`config.mk`:
```
export PLATFORM = sky130hd
export DESIGN_NAME = ltgn_apb
export DESIGN_NICKNAME = d
export VERILOG_FILES = /design/src/ltgn_pkg.sv /design/src/ltgn_apb.sv
export SDC_FILE = /design/constraint.sdc
export NUM_CORES = 1
export LEC_CHECK = 0
export ABC_AREA = 1
export BUFFER_PORTS_ARGS = -buffer_cell sky130_fd_sc_hd__buf_2
export CAP_MARGIN = 20
export CELL_PAD_IN_SITES_DETAIL_PLACEMENT = 0
export CELL_PAD_IN_SITES_GLOBAL_PLACEMENT = 2
export CORE_ASPECT_RATIO = 0.8
export CORE_UTILIZATION = 11
export CTS_CLUSTER_SIZE = 20
export DETAILED_ROUTE_END_ITERATION = 7
export PLACE_DENSITY_LB_ADDON = 0.05
export SLEW_MARGIN = 0
export SYNTH_ARGS = -nofsm -noshare
export SYNTH_HDL_FRONTEND = slang
export SYNTH_SLANG_ARGS = --single-unit
```
`constraint.sdc`:
```
create_clock -name clk -period 1.4 [get_ports clk]
set_input_delay 0.42 -clock clk [delete_from_list [all_inputs] [get_ports clk]]
set_output_delay 0.42 -clock clk [all_outputs]
set_load 0.02 [all_outputs]
```
`src/ltgn_pkg.sv`:
```
// Shared constants, types and helpers for the label tuple group numbering block.
// No dependencies; every other file of the block depends on this package.
package ltgn_pkg;

	localparam int TABLE_DEPTH   = 256;
	localparam int MAX_SOLUTIONS = 8;
	localparam int LABEL_BITS    = 4;

	localparam int TUPLE_W = 32;
	localparam int ID_W    = 8;
	localparam int IDX_W   = (TABLE_DEPTH > 1) ? $clog2(TABLE_DEPTH) : 1;
	localparam int CNT_W   = $clog2(TABLE_DEPTH + 1);

	// Configuration port
	localparam int CFG_DATA_W = 32;
	localparam int ADDR_W     = 3;
	localparam int SOLS_W     = 4;
	localparam logic [SOLS_W-1:0] SOLS_RESET = SOLS_W'(1);
	localparam logic REG_SOLS_IN_USE = 1'b0;

	localparam logic [ID_W-1:0] ID_OVERFLOW = {ID_W{1'b1}};

	// Search token that walks along the row of cells.
	typedef struct packed {
		logic             valid;
		logic             hit;
		logic [IDX_W-1:0] id;
	} token_t;

	// Store write request broadcast to the row of cells.
	typedef struct packed {
		logic               en;
		logic [IDX_W-1:0]   idx;
		logic [TUPLE_W-1:0] data;
	} wr_req_t;

	// Mask over the labels that take part in matching; the count is clamped
	// to one at the low end and to the maximum number of solutions at the top.
	function automatic logic [TUPLE_W-1:0] tuple_mask(input logic [SOLS_W-1:0] sols);
		int unsigned n;
		int unsigned bits;
		n = int'(sols);
		if (n == 0)
			n = 1;
		if (n > MAX_SOLUTIONS)
			n = MAX_SOLUTIONS;
		bits = n * LABEL_BITS;
		if (bits >= TUPLE_W)
			return {TUPLE_W{1'b1}};
		return TUPLE_W'((64'd1 << bits) - 64'd1);
	endfunction

	function automatic logic [ID_W-1:0] to_group_id(input logic [CNT_W-1:0] value);
		logic [31:0] wide;
		wide = 32'(value);
		return wide[ID_W-1:0];
	endfunction

endpackage

```
`src/ltgn_apb.sv`:
```
// APB-style configuration register file: holds the number of solutions in use.
// Depends on ltgn_pkg.
module ltgn_apb (
	input  logic                            clk,
	input  logic                            arst_n,
	input  logic                            psel,
	input  logic                            penable,
	input  logic                            pwrite,
	input  logic [ltgn_pkg::ADDR_W-1:0]     paddr,
	input  logic [ltgn_pkg::CFG_DATA_W-1:0] pwdata,
	output logic [ltgn_pkg::CFG_DATA_W-1:0] prdata,
	output logic                            pready,
	output logic [ltgn_pkg::SOLS_W-1:0]     sols_in_use
);
	import ltgn_pkg::*;

	logic [SOLS_W-1:0] sols_q;
	logic              sel_sols;

	assign pready   = 1'b1;
	assign sel_sols = paddr[ADDR_W-1] == REG_SOLS_IN_USE;

	always_ff @(posedge clk or negedge arst_n) begin
		if (!arst_n) begin
			sols_q <= SOLS_RESET;
		end else if (psel && penable && pwrite && pready && sel_sols) begin
			sols_q <= pwdata[SOLS_W-1:0];
		end
	end

	assign prdata      = sel_sols ? CFG_DATA_W'(sols_q) : '0;
	assign sols_in_use = sols_q;

endmodule

```
==> results.yml <==
yosys:
  yosysUniqueCellTypes: 10
  mappedNetlistArea_um2: 440.4
  synth-seq-cells: 4
  ys_seq_area_share_pct: 23.01
  syn_inst: 60
  yosysWarnings: 0
  avgSynthCellArea_um2: 7.340
placement:
  io_buffers: 17
  placed_area_um2: 478.0
  place_congestion: 0.5977
  hpwl_um: 690.6
floorplan:
  die-area_mm2: 0.004262
  die_width_um: 72.75
  start_util_pct: 11.58
  core_mm2: 0.003804
  die_h_um: 58.60
  rows: 20
  io_pins: 77
cts:
  cts_tree: "done"
  root_buffer: "clkbuf_8"
  cts_inserted_buffers: 3
  clock_latency_ns: 0.21
  clk_pin_slew_ns: 0.03
  cts_max_path_buffers: 2
  cts_sinks: 4
  htree_num_levels: 1
drt:
  routed.top_layer: "met3"
  wl_met2_um: 387
  drt_wl_total_um: 793
  vias: 315
  wl_per_cell_um: 5.831
  firstDrtPassIters: 4
  wirelength_met1_um: 301
  drc: 0
  ant_nets: 0
  drt-initial-drc-count: 9
  wl_met3_um: 104
  routed_via_density: 2.316
pwr:
  ir_drop_mv: 0.1994
  cellPowerDensity_mw_per_mm2: 1162
  p_seq_share_pct: 25.6
  leakage_uw: 0.0003317
  intPower_uw: 395.2
  switching_power_uw: 235.5
  combPwrFrac_pct: 34.5
  clockPowerShare_pct: 40.0
  swShare_pct: 37.34
cells_and_area:
  layout-drive-gt1-share_pct: 30.86
  final_common_cell: "conb_1"
  final_nets: 122
  layout_common_cells: "conb_1, buf_2, nand2_1, inv_1"
  fin_area_um2: 543.0
  final.fill_count: 462
  antenna_cells: 0
  syn2layout_area_growth_pct: 23.30
  fin_util_pct: 14.28
  largest_reg_flops: 4
sta:
  fin_crit_sh_pct: 101.5
  setup_viol_count_final: 1
  max_freq_mhz: 703.8
  slew_violations: 0
  hold_violations: 0
  setup_slack_ns: -0.02087
  fin_crit_ns: 1.421
  worst_clock_skew_ns: 0
  rsz0062_at_grt: "yes"
  timing.hold.ws_ns: 0.4454
outcome:
  status: "finished, violations left"
  violations: "negative setup slack"
worst_setup_path:
  crit_path_cell_trace: "inv_2 -> nor2_1 -> buf_4"
  crit_type: "register to primary output"
  reg2reg_depth: 3
  r2r_start: "sols_in_use[0]$_DFFE_PN1P_"
  critPathLaunchType: "register"
  end_kind: "primary output"
  crit_arrival_ns: 1.00
  r2r_end: "sols_in_use[0]$_DFFE_PN1P_"
  cp_max_fo: 3
  required_ns: 0.98
  ff2ff_setup_slack_ns: 0.61
  cpPeakStageDelay_ns: 0.54
  crit_slowest_cell: "dfstp_2"
grt:
  grt_use_total_pct: 4.132
  gr-total-overflow: 0
  grt_pass1_wl_um: 1207
  grt_max_degree: 6
  antenna_found_initial: 0
  grt_pass1_vias: 264
worst_hold_path:
  hp-start: "pwdata[3]"
  whs_path_depth: 3
  hold_end: "sols_in_use[3]$_DFFE_PN0P_"
  worst_hold_path_type: "input pin to register"
job:
  drv_cap: 0
==> power groups by stage <==
stage / registers, uW / logic, uW / clock network [uW]
final: 161 / 217 / 252
after floorplan: 186 / 184 / 0
after global placement: 163 / 209 / 0
after detailed placement: 164 / 206 / 0
after global routing: 167 / 241 / 271
after CTS: 162 / 211 / 264
==> layout make-up <==
type	instances	area [um^2]	area share, %
clock buffers	4	45.04	8.295
inverters	6	22.52	4.147
multi-input cells	48	200.2	36.87
flip-flops and latches	4	101.3	18.66
well taps	55	68.82	12.67
repair buffers	19	105.1	19.35
==> per-layer routing <==
layer,GRT usage [%],vias up
li1,-,160
met1,4.253,125
met2,6.275,30
met3,1.199,0
met4,5.042,0
met5,0,-
==> cell families after synthesis <==
logic type	after synthesis	synth area share, %
buffers and inverters	35	54.55
other	2	1.705
DFF	4	23.01
and+or+nand+nor	19	20.74
==> synth_stat cells <==
cell type	n	area (um^2)
dfstp_2	1	26.28
nor2_4	1	11.26
nor2_1	4	15.01
inv_1	6	22.52
conb_1	2	7.510
nand2_4	1	11.26
buf_4	29	217.7
dfrtp_1	3	75.07
nand2_1	9	33.78
nand3_1	4	20.02
==> critical path: cells and delay by family (launching register included) <==
kind	cells	cell delay, ns
flops	1	0.54
buf+inv	2	0.17
simple gates	1	0.08
==> repair_timing <==
| item | 4_1_cts | 5_1_grt |
|---|---|---|
| hold buffers | 1 | 0 |
| resized for setup | 1 | 1 |
| setup buffers | 0 | 1 |
| endpoints found under the setup margin | 1 | 1 |
| hold endpoints to repair | 2 | 0 |
==> per-stage QoR <==
stage	TNS, ns	cells	total power, uW	setup slack [ns]
after global routing	-0.07103	136	678.0	-0.07103
after floorplan	0	87	370.3	0.07035
after global placement	0	130	372.1	0.1403
after CTS	-0.04374	135	637.2	-0.04374
final	-0.02087	136	630.7	-0.02087
after detailed placement	0	130	369.8	0.1423
==> worst max path at each step <==
stage,startpoint,to,slack [ns],depth (start not counted)
after floorplan,sols_in_use[0]$_DFFE_PN1P_,prdata[0],0.07,2
after global placement,paddr[2],prdata[0],0.14,3
after detailed placement,paddr[2],prdata[1],0.14,3
after CTS,sols_in_use[0]$_DFFE_PN1P_,prdata[0],-0.04,3
after global routing,sols_in_use[0]$_DFFE_PN1P_,prdata[0],-0.07,3
final,sols_in_use[0]$_DFFE_PN1P_,prdata[0],-0.02,3
No activity file was read; power rests on OpenSTA's default activity.
