**config.mk**
```make
export PLATFORM = sky130hd
export DESIGN_NAME = ltgn_cell
export DESIGN_NICKNAME = d
export VERILOG_FILES = /design/src/ltgn_pkg.sv /design/src/ltgn_cell.sv
export SDC_FILE = /design/constraint.sdc
export NUM_CORES = 1
export LEC_CHECK = 0
export BUFFER_PORTS_ARGS = -buffer_cell sky130_fd_sc_hd__buf_2
export CAP_MARGIN = 25
export CORE_UTILIZATION = 40
export CTS_CLUSTER_SIZE = 28
export DETAILED_ROUTE_END_ITERATION = 8
export PLACE_DENSITY = 0.85
export SLEW_MARGIN = 10
export SYNTH_ARGS = -nofsm -noshare
export SYNTH_HDL_FRONTEND = slang
export SYNTH_SLANG_ARGS = --single-unit
```
**constraint.sdc**
```tcl
create_clock -name clk -period 3.15 [get_ports clk]
set_input_delay 0.63 -clock clk [delete_from_list [all_inputs] [get_ports clk]]
set_output_delay 0.63 -clock clk [all_outputs]
set_load 0.02 [all_outputs]
```
**src/ltgn_pkg.sv**
```systemverilog
// Shared constants, types and helpers for the label tuple group numbering block.
// No dependencies; every other file of the block depends on this package.
package ltgn_pkg;

	localparam int TABLE_DEPTH   = 256;
	localparam int MAX_SOLUTIONS = 8;
	localparam int LABEL_BITS    = 4;

	localparam int TUPLE_W = 32;
	localparam int ID_W    = 8;
	localparam int IDX_W   = (TABLE_DEPTH > 1) ? $clog2(TABLE_DEPTH) : 1;
	localparam int CNT_W   = $clog2(TABLE_DEPTH + 1);

	// Configuration port
	localparam int CFG_DATA_W = 32;
	localparam int ADDR_W     = 3;
	localparam int SOLS_W     = 4;
	localparam logic [SOLS_W-1:0] SOLS_RESET = SOLS_W'(1);
	localparam logic REG_SOLS_IN_USE = 1'b0;

	localparam logic [ID_W-1:0] ID_OVERFLOW = {ID_W{1'b1}};

	// Search token that walks along the row of cells.
	typedef struct packed {
		logic             valid;
		logic             hit;
		logic [IDX_W-1:0] id;
	} token_t;

	// Store write request broadcast to the row of cells.
	typedef struct packed {
		logic               en;
		logic [IDX_W-1:0]   idx;
		logic [TUPLE_W-1:0] data;
	} wr_req_t;

	// Mask over the labels that take part in matching; the count is clamped
	// to one at the low end and to the maximum number of solutions at the top.
	function automatic logic [TUPLE_W-1:0] tuple_mask(input logic [SOLS_W-1:0] sols);
		int unsigned n;
		int unsigned bits;
		n = int'(sols);
		if (n == 0)
			n = 1;
		if (n > MAX_SOLUTIONS)
			n = MAX_SOLUTIONS;
		bits = n * LABEL_BITS;
		if (bits >= TUPLE_W)
			return {TUPLE_W{1'b1}};
		return TUPLE_W'((64'd1 << bits) - 64'd1);
	endfunction

	function automatic logic [ID_W-1:0] to_group_id(input logic [CNT_W-1:0] value);
		logic [31:0] wide;
		wide = 32'(value);
		return wide[ID_W-1:0];
	endfunction

endpackage

```
**src/ltgn_cell.sv**
```systemverilog
// One cell of the tuple store: holds one stored tuple and passes the search
// token to its neighbor every cycle. Depends on ltgn_pkg.
module ltgn_cell (
	input  logic                         clk,
	input  logic                         arst_n,
	input  logic [ltgn_pkg::IDX_W-1:0]   cell_idx,
	input  logic [ltgn_pkg::CNT_W-1:0]   count,
	input  logic [ltgn_pkg::TUPLE_W-1:0] query,
	input  logic [ltgn_pkg::TUPLE_W-1:0] mask,
	input  ltgn_pkg::wr_req_t            wr,
	input  ltgn_pkg::token_t             tok_in,
	output ltgn_pkg::token_t             tok_out
);
	import ltgn_pkg::*;

	logic [TUPLE_W-1:0] tuple_q;
	token_t             tok_q;
	token_t             tok_d;
	logic               occupied;
	logic               match;

	// Only cells below the fill count hold a tuple of the current set.
	assign occupied = CNT_W'(cell_idx) < count;
	assign match    = occupied && ((tuple_q & mask) == query);

	always_ff @(posedge clk) begin
		if (wr.en && (wr.idx == cell_idx))
			tuple_q <= wr.data;
	end

	always_comb begin
		tok_d = tok_in;
		// The first hit along the row is the lowest index and wins.
		if (tok_in.valid && !tok_in.hit && match) begin
			tok_d.hit = 1'b1;
			tok_d.id  = cell_idx;
		end
	end

	always_ff @(posedge clk or negedge arst_n) begin
		if (!arst_n) begin
			tok_q <= '0;
		end else begin
			tok_q <= tok_d;
		end
	end

	assign tok_out = tok_q;

endmodule

```
==> flow_metrics.env, run 1 <==
export IMPL_outcome="finished, final reports clean"
export IMPL_worstMarginPinSlew_ns=0.504
export IMPL_wl_per_cell_um=12.6
export IMPL_clock_sinks=42
export IMPL_synth_xor_xnor_area_share_pct=16.7
export IMPL_drc=0
export IMPL_multi_input_comb_area_um2=845
export IMPL_postSynthAreaPerCell_um2=12.7
export IMPL_cts_buffers=5
export IMPL_track_usage_pct=18.1
export IMPL_clkSlewWorstSetupHoldPaths_ns=0.08
export IMPL_n_antenna_cell=0
export IMPL_die_width_um=74.4
export IMPL_area_growth_pct=41.8
export IMPL_finalCritPeriodShare_pct=89.1
export IMPL_clock_root_buffer="clkbuf_8"
export IMPL_dr_pass1_iters=4
export IMPL_grt_max_degree=33
export IMPL_rows=25
export IMPL_finalSetupViolations=0
export IMPL_muxShareOfSynthArea_pct=5.73
export IMPL_regArea_um2=1210
export IMPL_p_leak_nw=1.41
export IMPL_cap_viol_max_count=0
export IMPL_synthCells=165
export IMPL_syn_num_nets=306
export IMPL_synth_top_family_by_area="XOR/XNOR gates"
export IMPL_hold_viol=0
export IMPL_synth_distinct_cells=21
export IMPL_wirelength_um=4810
export IMPL_insertion_delay_ns=0.28
export IMPL_synthSimpleGateAreaFrac_pct=11.0
export IMPL_initial_core_util_pct=43.0
export IMPL_yosys_register_bits=42
export IMPL_ios=144
export IMPL_p_per_area_nw_per_um2=375
export IMPL_cts_max_path_buffers=2
export IMPL_seq_area_frac_synth_pct=57.8
export IMPL_syn_cell_area_um2=2100
export IMPL_cts_tree="built"
export IMPL_required_ns=3.32
export IMPL_min_path_type="in2async"
export IMPL_nNetsFinal=456
export IMPL_setup_tns_ns=0
export IMPL_die_h_um=74.4
export IMPL_crit_fanout=9
export IMPL_power_mw=1.11
export IMPL_layout_min_cycle_time_ns=2.81
export IMPL_endpoint_kind="register"
export IMPL_cts_setup_buffers=0
export IMPL_place_gp_congestion=0.762
export IMPL_coreArea_um2=4880
export IMPL_cts_hold_fix_buffers=0
export IMPL_port_buffers=143
export IMPL_rsz0062_at_grt="false"
export IMPL_nFillCells=424
export IMPL_drive_above_1_share_pct=49.7
export IMPL_synth_warnings=0
export IMPL_max_freq_mhz=356
export IMPL_critPathKind="in2reg"
export IMPL_timing_critical_path_arrival_ns=2.98
export IMPL_htreeDepth=2
export IMPL_synthAdderAreaFrac_pct=4.18
export IMPL_report_final_slew_viol_count=0
export IMPL_ant_nets=0
export IMPL_dp_hpwl_um=4120
export IMPL_slew_headroom_pct=66.4
export IMPL_ctsResizeCount=0
export IMPL_peakVddDrop_mv=0.284
export IMPL_grt_pass1_vias=1778
export IMPL_crit_path_start_kind="primary input"
export IMPL_fin_skew_ns=0.00639
export IMPL_grt_remaining_overflow=0
export IMPL_num_vias=1739
export IMPL_antenna_found_initial=0
export IMPL_drtIter0Drc=32
export IMPL_via_per_inst=4.54
export IMPL_synth_compound_area_share_pct=2.63
export IMPL_die_area_um2=5540
export IMPL_grt_pass1_wl_um=7270
==> routing by layer <==
metal / track usage, % / share of wire (%) / vias up
li1: - / - / 871
met1: 17.4 / 36 / 772
met2: 35.5 / 55 / 89
met3: 5.42 / 7.4 / 7
met4: 6.71 / 1.7 / 0
met5: 0 / 0 / -
==> cell type report <==
type | instances | share of cell area [%]
multi-input combinational | 114 | 28.4
clock buffer | 8 | 2.69
tap | 67 | 2.82
inverter | 8 | 1.01
sequential | 42 | 40.7
timing repair buffer | 144 | 24.3
==> path summary, 6_finish.rpt <==
check,from,endpoint,slack [ns],cells after the start
worst max register to register,tuple_q[22],tok_out[4],0.70,6
min in group clk,tok_in[9],tok_out[9],0.46,1
max in group asynchronous,arst_n,tok_out[4],2.79,1
worst max-delay path,cell_idx[2],tok_out[4],0.34,8
worst min register to register,tuple_q[17],tok_out[7],1.30,6
worst min-delay path,arst_n,tok_out[9],0.18,1
==> critical path: stages <==
cell and delay [ns]:
buf_2 0.13, ha_1 0.32, a21o_1 0.16, a21o_1 0.17
a211oi_1 0.23, o2111ai_1 0.14, or4_1 0.81, mux2_4 0.39
==> kinds of logic after synthesis <==
| kind of cell | after synthesis |
|---|---|
| simple gates | 51 |
| mux | 8 |
| compound gates | 8 |
| xor+xnor | 40 |
| fa+ha+maj | 7 |
| buf+inv | 9 |
| flops | 42 |
==> synth_stat cells <==
master	number	share of area [%]
and3_1	1	0.30
buf_6	1	0.54
nand2_1	35	6.3
a211oi_1	1	0.36
nor4_1	7	2.1
dfrtp_1	10	12
nor2_1	1	0.18
a21o_1	2	0.72
xor2_1	6	2.5
nor3b_1	1	0.36
a21oi_1	3	0.72
mux2_4	8	5.7
nand4_1	3	0.90
nor3_1	1	0.24
inv_1	8	1.4
edfxtp_1	32	46
or4_1	1	0.36
or2b_1	1	0.36
xnor2_1	34	14
ha_1	7	4.2
o2111ai_1	2	0.84
==> placed cells by master, fill, tap and decap left out <==
cell type / count
buf_4: 1
nor3_1: 1
a21o_1: 2
nor4_1: 7
ha_1: 7
and3_1: 1
a21oi_1: 3
mux2_4: 8
buf_2: 143
a211oi_1: 1
nand2_1: 35
clkbuf_8: 5
xor2_1: 6
nand4_1: 3
edfxtp_1: 32
inv_1: 8
nor3b_1: 1
clkbuf_1: 3
nor2_1: 1
xnor2_1: 34
or2b_1: 1
o2111ai_1: 2
or4_1: 1
dfrtp_1: 10
==> flip-flops by register name, summed over array words and instances (netlist names) <==
name,flops
tok_out,10
tuple_q,32
==> report_power, final <==
group / switching, mW / internal [mW]
clock: 0.166 / 0.157
sequential: 0.00178 / 0.604
combinational: 0.0764 / 0.108
total: 0.244 / 0.869
==> stage by stage <==
step	hold slack (ns)	cells	setup slack [ns]	cell area, um2	utilization (%)
floorplan	0.334	165	0.463	2100	-
global placement	0.491	375	0.127	2890	59.3
detailed placement	0.491	375	0.0580	2890	59.3
CTS	0.176	383	0.360	2970	60.9
global route	0.182	383	0.258	2970	60.9
finish	0.182	383	0.343	2970	60.9
Note: power is estimated with default switching activity, not from simulation.
==> run 2, diff against run 1 <==
--- a/config.mk
+++ b/config.mk
@@ -11,6 +11,7 @@
 export CTS_CLUSTER_SIZE = 28
 export DETAILED_ROUTE_END_ITERATION = 8
 export PLACE_DENSITY = 0.85
+export SETUP_SLACK_MARGIN = 0.5
 export SLEW_MARGIN = 10
 export SYNTH_ARGS = -nofsm -noshare
 export SYNTH_HDL_FRONTEND = slang
==> run 2 against run 1 <==
- register-to-register slack better by 0.35 ns
- design area is 0.17% higher
- clock skew hardly changed
- die area stayed put
- count of clock-buffer cells in the layout is 2 lower
- non-clock buffer count stayed put
- sequential share of layout area is 0.069 points lower
- power is 0.55% lower
- worst hold slack hardly changed
- global-route usage is 0.89 points lower
==> flow_metrics.env, run 2 (same netlist as run 1, synthesis figures left out) <==
export IMPL_swShare_pct=22.0
export IMPL_timing_critical_path_arrival_ns=2.69
export IMPL_power_mw=1.11
export IMPL_track_usage_pct=17.2
export IMPL_port_buffers=143
export IMPL_p_per_area_nw_per_um2=372
export IMPL_clkSlewWorstSetupHoldPaths_ns=0.08
export IMPL_layout_min_cycle_time_ns=2.52
export IMPL_pwr_share_comb_pct=16.4
export IMPL_grt_pass1_wl_um=7020
export IMPL_grt_met2_usage_pct=33.7
export IMPL_worstMarginPinSlew_ns=0.413
export IMPL_num_vias=1731
export IMPL_report_final_slew_viol_count=0
export IMPL_die_area_um2=5540
export IMPL_ant_nets=0
export IMPL_rows=25
export IMPL_clock_root_buffer="clkbuf_8"
export IMPL_cts_max_path_buffers=2
export IMPL_crit_path_start_kind="primary input"
export IMPL_holdWs_ns=0.181
export IMPL_crit_top_cell="a21o_1"
export IMPL_critPathKind="in2reg"
export IMPL_p_int_mw=0.864
export IMPL_cp_depth=8
export IMPL_insertion_delay_ns=0.28
export IMPL_clock_power_share_pct=28.8
export IMPL_peakVddDrop_mv=0.251
export IMPL_drtIter0Drc=27
export IMPL_nNetsFinal=456
export IMPL_die_width_um=74.4
export IMPL_cts_tree="built"
export IMPL_critPathBufInv=1
export IMPL_endpoint_kind="register"
export IMPL_initial_core_util_pct=43.0
export IMPL_busiest_layer="met2"
export IMPL_dr_pass1_iters=4
export IMPL_min_path_type="in2async"
export IMPL_clock_sinks=42
export IMPL_final_cell_area_um2=2980
export IMPL_finalSetupViolations=0
export IMPL_power_frac_seq_pct=54.7
export IMPL_cap_viol_max_count=0
export IMPL_p_switching_mw=0.244
export IMPL_via_per_inst=4.52
export IMPL_cts_buffers=5
export IMPL_rsz0062_at_grt="false"
export IMPL_final_core_util_pct=61.0
export IMPL_use_met3_pct=5.15
export IMPL_outcome="finished, final reports clean"
export IMPL_coreArea_um2=4880
export IMPL_required_ns=3.32
export IMPL_n_antenna_cell=0
export IMPL_wl_per_cell_um=12.2
export IMPL_layout_cells_most_common="buf_2"
export IMPL_finalCritPeriodShare_pct=80.0
export IMPL_p_leak_nw=1.41
export IMPL_antenna_found_initial=0
export IMPL_cts_setup_buffers=0
export IMPL_hold_viol=0
export IMPL_drive_above_1_share_pct=50.3
export IMPL_reg2reg_depth=6
export IMPL_crit_family="compound AO/OA/AOI/OAI gates"
export IMPL_met1_usage_pct=17.0
export IMPL_grt_remaining_overflow=0
export IMPL_htreeDepth=2
export IMPL_fin_skew_ns=0.00633
export IMPL_slew_headroom_pct=72.5
export IMPL_dpl_cell_area_um2=2890
export IMPL_grt_pass1_vias=1747
export IMPL_drc=0
export IMPL_setup_tns_ns=0
export IMPL_area_growth_pct=42.0
export IMPL_final_cell_mix="143 x buf_2, 35 x nand2_1, 34 x xnor2_1"
export IMPL_die_h_um=74.4
export IMPL_place_gp_congestion=0.733
export IMPL_cp_slowest_cell="or4_4"
export IMPL_dp_hpwl_um=3990
export IMPL_max_freq_mhz=397
export IMPL_wirelength_um=4680
export IMPL_slowest_delay_ns=0.55
export IMPL_ios=144
export IMPL_grt_max_degree=33
export IMPL_path_cells="buf_2 -> ha_1 -> a21o_1 -> a21o_1 -> a211oi_1 -> o2111ai_1 -> or4_4 -> mux2_4"
export IMPL_largest_register="tuple_q"
export IMPL_largest_register_ffs=32
export IMPL_crit_fanout=9
-- run 2: changes by cell type in the layout (fill, tap and decap cells not counted), sizes merged --
cell    change
clkbuf      -2
clkinv      +2
-- run 2: cell type report --
class	count	area, um2
sequential	42	1210
inverter	8	30.0
tap	67	83.8
timing repair buffer	144	723
multi-input combinational	114	848
clock inverter	2	8.76
fill	425	1900
clock buffer	6	72.6
-- run 2: worst reg2reg max path, stage by stage, from the launching register on --
cell and delay, ns:
edfxtp_1 0.37, nand2_1 0.09, xnor2_1 0.06, nor4_1 0.32, o2111ai_1 0.17, or4_4 0.65, mux2_4 0.33
-- run 2: power groups by stage --
stage,Combinational [mW],Clock (mW),Sequential [mW]
final,0.182,0.319,0.606
after global routing,0.203,0.348,0.607
after CTS,0.185,0.332,0.606
after detailed placement,0.184,0,0.618
after global placement,0.179,0,0.618
after floorplan,0.0676,0,0.627
-- run 2: final timing paths --
| check | from | end | slack (ns) |
|---|---|---|---|
| hold / removal | arst_n | tok_out[9] | 0.18 |
| setup reg to reg | tuple_q[8] | tok_out[1] | 1.05 |
| max in group asynchronous | arst_n | tok_out[1] | 2.79 |
| setup / recovery | cell_idx[2] | tok_out[1] | 0.63 |
| hold reg to reg | tuple_q[16] | tok_out[5] | 1.04 |
| min in group clk | tok_in[9] | tok_out[9] | 0.46 |
-- run 2: what timing repair did --
action	4_1_cts	5_1_grt
endpoints found under the setup margin	8	0
hold buffers	0	0
gates resized for setup	1	0
-- run 2: per-layer routing --
layer | part of all wire [%] | up-vias
met1 | 37 | 771
met2 | 55 | 84
met3 | 6.9 | 6
li1 | - | 870
met4 | 1.3 | 0
met5 | 0 | -
-- run 2: per-stage QoR --
| stage | std cells | worst slack [ns] |
|---|---|---|
| finish | 383 | 0.629 |
| floorplan | 165 | 0.584 |
| CTS | 383 | 0.600 |
| detailed placement | 375 | 0.122 |
| global route | 383 | 0.507 |
| global placement | 375 | 0.251 |
==> run 3, diff against run 2 <==
==> constraint.sdc (replaced) <==
create_clock -name clk -period 2.56 [get_ports clk]
set_input_delay 0.512 -clock clk [delete_from_list [all_inputs] [get_ports clk]]
set_output_delay 0.512 -clock clk [all_outputs]
set_load 0.02 [all_outputs]
==> run 3 against run 2 <==
- worst hold slack worse by 0.12 ns
- setup slack got worse by 0.30 ns
- design area increased by 4.2%
- global-route usage is 1.6 points higher
- combinational power increased by 35%
- clock power is 26% higher
- non-clock buffer count is 4 higher
- die area stayed put
- first-iteration DRC count up 110%
- sequential power up 23%
- largest cell class unchanged
==> flow_metrics.env, run 3 (same netlist as run 1, synthesis figures left out) <==
export IMPL_cts_hold_fix_buffers=0
export IMPL_layout_min_cycle_time_ns=2.23
export IMPL_place_gp_congestion=0.791
export IMPL_crit_end="tok_out[7]"
export IMPL_largest_register="tuple_q"
export IMPL_endpoint_kind="register"
export IMPL_dp_hpwl_um=4240
export IMPL_coreArea_um2=4880
export IMPL_ff2ff_setup_slack_ns=0.39
export IMPL_grt_pass1_wl_um=7510
export IMPL_crit_path_start_kind="primary input"
export IMPL_crit_path_start="count[2]"
export IMPL_cts_max_path_buffers=2
export IMPL_die_width_um=74.4
export IMPL_reg2reg_depth=8
export IMPL_drtIter0Drc=58
export IMPL_cts_tree="built"
export IMPL_final_cell_mix="141 x buf_2, 35 x nand2_1, 34 x xnor2_1"
export IMPL_wl_per_cell_um=13.2
export IMPL_p_per_area_nw_per_um2=449
export IMPL_peakVddDrop_mv=0.239
export IMPL_ant_nets=0
export IMPL_htreeDepth=2
export IMPL_ios=144
export IMPL_instances_no_fill=387
export IMPL_finalCritPeriodShare_pct=86.9
export IMPL_timing_critical_path_arrival_ns=2.40
export IMPL_grt_max_degree=33
export IMPL_cap_viol_max_count=0
export IMPL_finalSetupViolations=0
export IMPL_die_area_um2=5540
export IMPL_fin_skew_ns=0.0118
export IMPL_cts_buffers=5
export IMPL_wirelength_um=5100
export IMPL_num_vias=1762
export IMPL_r2r_start="tuple_q[22]"
export IMPL_required_ns=2.73
export IMPL_worstMarginPinSlew_ns=0.290
export IMPL_rsz0062_at_grt="true"
export IMPL_hold_viol=0
export IMPL_p_leak_nw=1.44
export IMPL_reg2reg_to="tok_out[7]"
export IMPL_drc=0
export IMPL_port_buffers=143
export IMPL_insertion_delay_ns=0.29
export IMPL_min_path_type="in2async"
export IMPL_n_antenna_cell=0
export IMPL_via_per_inst=4.55
export IMPL_report_final_slew_viol_count=0
export IMPL_setup_tns_ns=0
export IMPL_dp_cells=378
export IMPL_grt_remaining_overflow=0
export IMPL_layout_cells_most_common="buf_2"
export IMPL_initial_core_util_pct=43.0
export IMPL_critPathKind="in2reg"
export IMPL_largest_register_ffs=32
export IMPL_antenna_found_initial=0
export IMPL_rows=25
export IMPL_crit_fanout=5
export IMPL_clock_root_buffer="clkbuf_8"
export IMPL_nFillCells=413
export IMPL_grt_pass1_vias=1844
export IMPL_die_h_um=74.4
export IMPL_clkSlewWorstSetupHoldPaths_ns=0.07
export IMPL_dr_pass1_iters=4
export IMPL_track_usage_pct=18.8
export IMPL_slew_headroom_pct=80.5
export IMPL_clock_sinks=42
export IMPL_area_growth_pct=48.0
export IMPL_max_freq_mhz=449
export IMPL_nNetsFinal=460
export IMPL_drive_above_1_share_pct=53.8
export IMPL_cts_setup_buffers=0
export IMPL_outcome="finished, final reports clean"
export IMPL_holdWs_ns=0.0619
-- run 3: where the power goes --
part           switching [mW]  internal (mW)
Sequential            0.00201          0.743
Clock                   0.215          0.187
Combinational           0.105          0.141
-- run 3: timing repair --
item | CTS | global route
resized for setup | 12 | 1
gates cloned | 1 | 0
endpoints found under the setup margin | 9 | 9
-- run 3: how the worst min path moves through the flow --
| stage | startpoint | depth (start not counted) | slack (ns) | endpoint |
|---|---|---|---|---|
| floorplan | arst_n | 0 | 0.22 | tok_out[0] |
| global placement | arst_n | 1 | 0.37 | tok_out[4] |
| detailed placement | arst_n | 1 | 0.37 | tok_out[4] |
| CTS | arst_n | 1 | 0.06 | tok_out[4] |
| global route | arst_n | 1 | 0.07 | tok_out[0] |
| finish | arst_n | 1 | 0.06 | tok_out[4] |
-- run 3: metrics by stage --
step	setup slack [ns]	util [%]	total power, mW	area, um2
2_1_floorplan	0.248	-	0.859	2130
6_report	0.334	63.6	1.39	3100
3_3_place_gp	-0.0367	60.6	0.991	2960
3_5_place_dp	-0.0703	60.6	1.00	2960
4_1_cts	0.331	63.5	1.40	3100
5_1_grt	0.267	63.6	1.45	3100
-- run 3: worst max-delay path: stages --
cell and delay, ns:
buf_8 0.10, inv_12 0.03, ha_4 0.22, a21o_1 0.17
a21o_1 0.16, a211oi_2 0.17, o2111ai_1 0.13, or4_4 0.46
buf_6 0.16, mux2_4 0.29
-- run 3: metal layers --
metal / GRT usage [%] / wire length [um] / vias to the layer above
li1: - / - / 879
met1: 17.3 / 1800 / 792
met2: 37.1 / 2860 / 84
met3: 6.50 / 387 / 7
met4: 7.13 / 56 / 0
met5: 0 / 0 / -
-- run 3: area by class of cell --
cell class / count / area (um2) / share of cell area, %
clock buffers: 5 / 68.8 / 2.22
clock inverters: 3 / 16.3 / 0.524
inverters: 8 / 42.5 / 1.37
multi-input cells: 114 / 892 / 28.7
flip-flops and latches: 42 / 1210 / 39.0
well taps: 67 / 83.8 / 2.70
repair buffers: 148 / 790 / 25.4
